==> src/design/y2r_pkg.sv <==
// Package for the YUV 4:2:2 to RGB888 converter.
// Payload structs, chroma stage struct, Q2.16 coefficients and clamp helper.
// No dependencies.
package y2r_pkg;

  localparam int CHR_W = 27;
  localparam int SUM_W = 28;

  localparam logic ORDER_YUYV = 1'b0;
  localparam logic ORDER_UYVY = 1'b1;

  localparam logic signed [CHR_W-1:0] COEF_RV = CHR_W'(91881);
  localparam logic signed [CHR_W-1:0] COEF_GU = CHR_W'(22553);
  localparam logic signed [CHR_W-1:0] COEF_GV = CHR_W'(46801);
  localparam logic signed [CHR_W-1:0] COEF_BU = CHR_W'(116129);

  typedef struct packed {
    logic [7:0] byte_a;
    logic [7:0] byte_b;
    logic [7:0] byte_c;
    logic [7:0] byte_d;
    logic       has_second;
  } y2r_in_t;

  typedef struct packed {
    logic [7:0] red_first;
    logic [7:0] green_first;
    logic [7:0] blue_first;
    logic [7:0] red_second;
    logic [7:0] green_second;
    logic [7:0] blue_second;
    logic       second_valid;
  } y2r_out_t;

  typedef struct packed {
    logic                    valid;
    logic                    has_second;
    logic [7:0]              y0;
    logic [7:0]              y1;
    logic signed [CHR_W-1:0] rv;
    logic signed [CHR_W-1:0] g;
    logic signed [CHR_W-1:0] bu;
  } y2r_chroma_t;

  typedef struct packed {
    logic [7:0] r;
    logic [7:0] g;
    logic [7:0] b;
  } y2r_rgb_t;

  function automatic logic [7:0] clamp_q16(logic signed [SUM_W-1:0] s);
    logic [7:0] res;
    if (s[SUM_W-1]) begin
      res = 8'd0;
    end else if (|s[SUM_W-2:24]) begin
      res = 8'd255;
    end else begin
      res = s[23:16];
    end
    return res;
  endfunction

endpackage

==> src/design/yuv422_to_rgb888.sv <==
// Top level of the YUV 4:2:2 to RGB888 converter (BT.601 full range).
// Depends on y2r_pkg, y2r_chroma and y2r_lane.
//
// channel  | ports                         | transfer
// ---------+-------------------------------+----------------------------------
// input    | start, busy, in_data          | start && !busy at rising edge
// result   | out_valid, out_data           | out_valid for one cycle, no stall
// config   | cfg_valid, cfg_ready, cfg_data| cfg_valid && cfg_ready
//
// One macropixel per clock; busy stays low. Each result passes through the chroma
// product register, then the two lane adders/clamps feeding the output register.
// Synchronous reset clears byte_order and the valid bits. No backpressure on
// results.
module yuv422_to_rgb888
  import y2r_pkg::*;
(
  input  logic     clk,
  input  logic     rst_n,
  input  logic     start,
  output logic     busy,
  input  y2r_in_t  in_data,
  output logic     out_valid,
  output y2r_out_t out_data,
  input  logic     cfg_valid,
  output logic     cfg_ready,
  input  logic     cfg_data
);

  logic        byte_order_r;
  logic        acc;
  y2r_chroma_t chr;
  y2r_rgb_t    rgb0, rgb1;
  logic        out_valid_r;
  y2r_out_t    out_data_r, out_data_nxt;

  assign busy      = 1'b0;
  assign cfg_ready = 1'b1;
  assign acc       = start && !busy;

  always_ff @(posedge clk) begin
    if (!rst_n) begin
      byte_order_r <= ORDER_YUYV;
    end else if (cfg_valid && cfg_ready) begin
      byte_order_r <= cfg_data;
    end
  end

  y2r_chroma u_chroma (
    .clk        (clk),
    .rst_n      (rst_n),
    .acc        (acc),
    .byte_order (byte_order_r),
    .in_data    (in_data),
    .chr        (chr)
  );

  y2r_lane u_lane0 (
    .luma (chr.y0),
    .rv   (chr.rv),
    .g    (chr.g),
    .bu   (chr.bu),
    .rgb  (rgb0)
  );

  y2r_lane u_lane1 (
    .luma (chr.y1),
    .rv   (chr.rv),
    .g    (chr.g),
    .bu   (chr.bu),
    .rgb  (rgb1)
  );

  // merge lanes; second pixel zeroed outside the row
  always_comb begin
    out_data_nxt.red_first    = rgb0.r;
    out_data_nxt.green_first  = rgb0.g;
    out_data_nxt.blue_first   = rgb0.b;
    out_data_nxt.red_second   = chr.has_second ? rgb1.r : 8'd0;
    out_data_nxt.green_second = chr.has_second ? rgb1.g : 8'd0;
    out_data_nxt.blue_second  = chr.has_second ? rgb1.b : 8'd0;
    out_data_nxt.second_valid = chr.has_second;
  end

  always_ff @(posedge clk) begin
    if (!rst_n) begin
      out_valid_r <= 1'b0;
    end else begin
      out_valid_r <= chr.valid;
    end
    out_data_r <= out_data_nxt;
  end

  assign out_valid = out_valid_r;
  assign out_data  = out_data_r;

endmodule

==> src/design/y2r_chroma.sv <==
// Shared chroma stage: byte unpack by packing order and registered chroma products.
// Depends on y2r_pkg.
module y2r_chroma
  import y2r_pkg::*;
(
  input  logic        clk,
  input  logic        rst_n,
  input  logic        acc,
  input  logic        byte_order,
  input  y2r_in_t     in_data,
  output y2r_chroma_t chr
);

  logic [7:0]              y0, y1, ub, vb;
  logic signed [8:0]       cu, cv;
  logic signed [CHR_W-1:0] cu_x, cv_x;
  y2r_chroma_t             chr_r, chr_nxt;

  always_comb begin
    unique case (byte_order)
      ORDER_YUYV: begin
        y0 = in_data.byte_a; ub = in_data.byte_b;
        y1 = in_data.byte_c; vb = in_data.byte_d;
      end
      ORDER_UYVY: begin
        ub = in_data.byte_a; y0 = in_data.byte_b;
        vb = in_data.byte_c; y1 = in_data.byte_d;
      end
      default: begin
        y0 = in_data.byte_a; ub = in_data.byte_b;
        y1 = in_data.byte_c; vb = in_data.byte_d;
      end
    endcase
    // byte minus 128
    cu   = $signed({~ub[7], ~ub[7], ub[6:0]});
    cv   = $signed({~vb[7], ~vb[7], vb[6:0]});
    cu_x = CHR_W'(cu);
    cv_x = CHR_W'(cv);
    chr_nxt.valid      = acc;
    chr_nxt.has_second = in_data.has_second;
    chr_nxt.y0         = y0;
    chr_nxt.y1         = y1;
    chr_nxt.rv         = cv_x * COEF_RV;
    chr_nxt.g          = -(cu_x * COEF_GU) - (cv_x * COEF_GV);
    chr_nxt.bu         = cu_x * COEF_BU;
  end

  always_ff @(posedge clk) begin
    if (!rst_n) begin
      chr_r.valid <= 1'b0;
    end else begin
      chr_r.valid <= chr_nxt.valid;
    end
    chr_r.has_second <= chr_nxt.has_second;
    chr_r.y0         <= chr_nxt.y0;
    chr_r.y1         <= chr_nxt.y1;
    chr_r.rv         <= chr_nxt.rv;
    chr_r.g          <= chr_nxt.g;
    chr_r.bu         <= chr_nxt.bu;
  end

  assign chr = chr_r;

endmodule

==> src/design/y2r_lane.sv <==
// One pixel lane: adds scaled luma to the shared chroma terms and clamps to 0..255.
// Depends on y2r_pkg.
module y2r_lane
  import y2r_pkg::*;
(
  input  logic [7:0]              luma,
  input  logic signed [CHR_W-1:0] rv,
  input  logic signed [CHR_W-1:0] g,
  input  logic signed [CHR_W-1:0] bu,
  output y2r_rgb_t                rgb
);

  logic signed [SUM_W-1:0] base, sum_r, sum_g, sum_b;

  always_comb begin
    base  = $signed({{(SUM_W-24){1'b0}}, luma, 16'd0});
    sum_r = base + SUM_W'(rv);
    sum_g = base + SUM_W'(g);
    sum_b = base + SUM_W'(bu);
    rgb.r = clamp_q16(sum_r);
    rgb.g = clamp_q16(sum_g);
    rgb.b = clamp_q16(sum_b);
  end

endmodule

==> config.mk <==
export PLATFORM = sky130hd
export DESIGN_NAME = yuv422_to_rgb888
export DESIGN_NICKNAME = d
export VERILOG_FILES = /design/src/design/y2r_pkg.sv /design/src/design/yuv422_to_rgb888.sv /design/src/design/y2r_chroma.sv /design/src/design/y2r_lane.sv
export SDC_FILE = /design/constraint.sdc
export NUM_CORES = 1
export LEC_CHECK = 0
export BUFFER_PORTS_ARGS = -buffer_cell sky130_fd_sc_hd__buf_2
export CAP_MARGIN = 20
export CORE_UTILIZATION = 55
export CTS_BUF_LIST = sky130_fd_sc_hd__clkbuf_8
export DETAILED_ROUTE_END_ITERATION = 16
export PLACE_DENSITY = 0.78
export SLEW_MARGIN = 0
export SYNTH_ARGS = -nofsm -noshare
export SYNTH_HDL_FRONTEND = slang
export SYNTH_SLANG_ARGS = --single-unit
export TNS_END_PERCENT = 100
==> constraint.sdc <==
create_clock -name clk -period 13.7 [get_ports clk]
set_input_delay 2.74 -clock clk [delete_from_list [all_inputs] [get_ports clk]]
set_output_delay 2.74 -clock clk [all_outputs]
set_load 0.01 [all_outputs]
==> flow_summary.ini <==
[outcome]
status = finished clean

[synthesis]
synth_cell_types = 74
ys.flop_type = dfxtp_1
syn_avg_cell_area_um2 = 9.237
synth_seq_area_share_pct = 15.31
ys_warn_count = 0
syn_inst = 1416
synth_seq_cells = 100
synth.cell_area_mm2 = 0.01308
synth-edff-count = 0
synth_nets = 1851
synthArstFlopShare_pct = 0

[cells_and_area]
final_cell_area_mm2 = 0.01405
finalNetCount = 1937
final_util_pct = 60.02
antenna_cells = 0
area_delta_synth_final_pct = 7.394
drive_gt1_share_pct = 10.15
fill_cells = 1994

[sta]
tightest_slew_ns = 0.7563
timing.fmax_mhz = 104.3
final_period_minus_worst_setup_slack_ns = 9.589
hold_viol = 0
rsz0062_at_grt = false
relSlewSlack_pct = 48.14
slew_violations = 0
clock-skew-final_ns = 0.01793
fin_crit_sh_pct = 69.99
tns_ns = 0
finalSetupViolCount = 0

[clocking]
cts_setup_buffers = 0
cts.path.max_buffers = 2
h-tree-depth = 3
cts.sinks = 100
cts_made_buffers = 9
ctsResizeCount = 0
clock-root-buffer = clkbuf_8
clk_pin_slew_ns = 0.09
cts_tree = done
worstSkewPairLatency_ns = 0.39
hold_buffers = 0

[die]
fp-row-count = 56
ios = 90
initial_core_util_pct = 55.89
die_area_mm2 = 0.02440
die_h_um = 156.2
placeableCoreArea_mm2 = 0.02340
die_x_um = 156.2

[grt]
gr-usage-all-layers_pct = 24.36
grt_pass1_vias = 10130
grt_pass1_wl_mm = 47.42
overflow = 0
antenna_found_initial = 0
grt_max_degree = 22

[drt]
post_drt_wl_per_cell_um = 15.51
drc = 0
via_count = 10050
routed_wl_mm = 28.32
drt_iter0_markers = 486
via_per_inst = 5.501
dr.pass1.iters = 5
ant_nets = 0

[placed_design]
place_hpwl_mm = 24.40
placed_area_mm2 = 0.01387
port_buffers = 87
gp_congestion = 0.9883

[worst_setup_path]
path_class = primary input to register
arrival_ns = 9.90
start_kind = primary input
cp-end-kind = register
required_ns = 14.01
worstPathMaxFanout = 8

[min_path]
worstHoldPathType = register to register

[run]
drv_cap = 0
==> per-layer routing <==
| metal | track usage [%] | wire length (um) | share of wire (%) |
|---|---|---|---|
| met3 | 2.049 | 927 | 3.3 |
| met2 | 43.88 | 13890 | 49 |
| met1 | 30.09 | 12540 | 44 |
| met4 | 9.290 | 969 | 3.4 |
| met5 | 0 | 0 | 0 |
==> flip-flops by register name (all words and copies together), names as in the netlist <==
signal        count
out_valid         1
byte_order_r      1
out_data         49
u_chroma.chr     49
==> metrics by stage <==
| stage | hold slack, ns | worst slack [ns] | instances |
|---|---|---|---|
| after floorplan | 0.3518 | 4.526 | 1416 |
| after global placement | 0.4174 | 4.015 | 1810 |
| after detailed placement | 0.4429 | 3.718 | 1810 |
| after CTS | 0.4684 | 4.069 | 1826 |
| after global routing | 0.4609 | 3.517 | 1826 |
| final | 0.4607 | 4.111 | 1826 |
==> worst max-delay path, cell delays in order <==
cell and delay [ns]:
buf_2 0.10, mux2i_1 0.50, inv_1 0.37, ha_1 0.44
fa_1 0.59, inv_1 0.07, fa_1 0.48, fa_1 0.52
inv_1 0.04, ha_1 0.35, o21a_1 0.13, o31a_1 0.11
or2_1 0.23, a31oi_1 0.26, o21bai_1 0.14, a21o_1 0.19
a21oi_1 0.16, xor2_1 0.18, ha_1 0.26, ha_1 0.35
a211oi_1 0.26, o21ai_0 0.19, o2111ai_2 0.27, a31oi_1 0.15
o21a_1 0.22, a211o_2 0.32, a21oi_2 0.15, xnor2_1 0.12
==> area by class of cell <==
cell class / instances / area, um2 / area share, %
multi-input combinational: 1046 / 10050 / 71.56
sequential: 100 / 2003 / 14.26
inverter: 256 / 960.9 / 6.841
timing repair buffer: 89 / 450.4 / 3.207
tap: 319 / 399.1 / 2.841
clock buffer: 9 / 123.9 / 0.8818
clock inverter: 7 / 57.56 / 0.4097
==> cell usage in the layout, fill, tap and decap left out, types with 5 or more instances in the layout <==
| master | count |
|---|---|
| a21boi_0 | 11 |
| nor2b_1 | 18 |
| a31oi_1 | 8 |
| o41ai_1 | 6 |
| nand3_1 | 18 |
| o21a_1 | 44 |
| a211oi_1 | 10 |
| mux2_2 | 21 |
| o211ai_1 | 6 |
| clkbuf_8 | 9 |
| nand2_1 | 41 |
| nand2b_1 | 13 |
| a21oi_1 | 69 |
| nor3_1 | 20 |
| and3_1 | 9 |
| xnor2_1 | 51 |
| or2_2 | 5 |
| inv_1 | 255 |
| o21ai_0 | 54 |
| nor2_1 | 69 |
| ha_1 | 297 |
| buf_2 | 87 |
| and2_1 | 6 |
| dfxtp_1 | 99 |
| o21bai_1 | 7 |
| fa_1 | 100 |
| mux2i_1 | 11 |
| xor2_1 | 30 |
| o21ai_1 | 5 |
| nand4_1 | 8 |
| a21o_1 | 31 |
==> cells by family after synthesis <==
family                     after synthesis  synth area share, %
DFF                                    100                15.31
muxes                                   35                3.071
adders and majority gates              397                43.72
buffers and inverters                  270                7.872
and+or+nand+nor                        234                9.049
xor gates and xnor gates                81                5.424
AOI/OAI and AO/OA                      297                15.51
other                                    2              0.05742
==> cell usage after synthesis (all sizes together), types with 3 or more instances <==
cell | instances | share of area [%]
a211o | 3 | 0.21
a211oi | 10 | 0.57
a21boi | 15 | 0.86
a21o | 31 | 1.8
a21oi | 72 | 2.8
a31o | 3 | 0.20
a31oi | 8 | 0.38
and2 | 6 | 0.29
and3 | 9 | 0.43
and4 | 3 | 0.20
buf | 5 | 0.27
clkbuf | 9 | 0.26
dfxtp | 100 | 15
fa | 100 | 15
ha | 297 | 28
inv | 255 | 7.3
mux2 | 21 | 1.8
mux2i | 14 | 1.3
nand2 | 41 | 1.2
nand2b | 13 | 0.62
nand3 | 18 | 0.69
nand3b | 4 | 0.23
nand4 | 8 | 0.38
nor2 | 69 | 2.0
nor2b | 18 | 0.86
nor3 | 22 | 0.92
nor4 | 4 | 0.19
o211a | 4 | 0.31
o211ai | 6 | 0.34
o21a | 44 | 2.5
o21ai | 59 | 2.3
o21bai | 7 | 0.40
o311ai | 3 | 0.20
o31a | 3 | 0.20
o31ai | 4 | 0.31
o41ai | 8 | 0.74
or2 | 6 | 0.29
or3 | 4 | 0.19
xnor2 | 51 | 3.4
xor2 | 30 | 2.0
==> path summary, 6_finish.rpt <==
kind / start / endpoint / slack [ns] / cells after the start
max: in_data[15] / u_chroma.chr[51] / 4.11 / 28
min: u_chroma.chr[97] / out_data[0] / 0.46 / 0
min reg2reg: u_chroma.chr[97] / out_data[0] / 0.46 / 0
max reg2reg: byte_order_r / u_chroma.chr[51] / 5.71 / 28
Power is left out: the tool's default activity adds up to more than one toggle a clock period on the data nets, which glitch-free logic cannot reach.
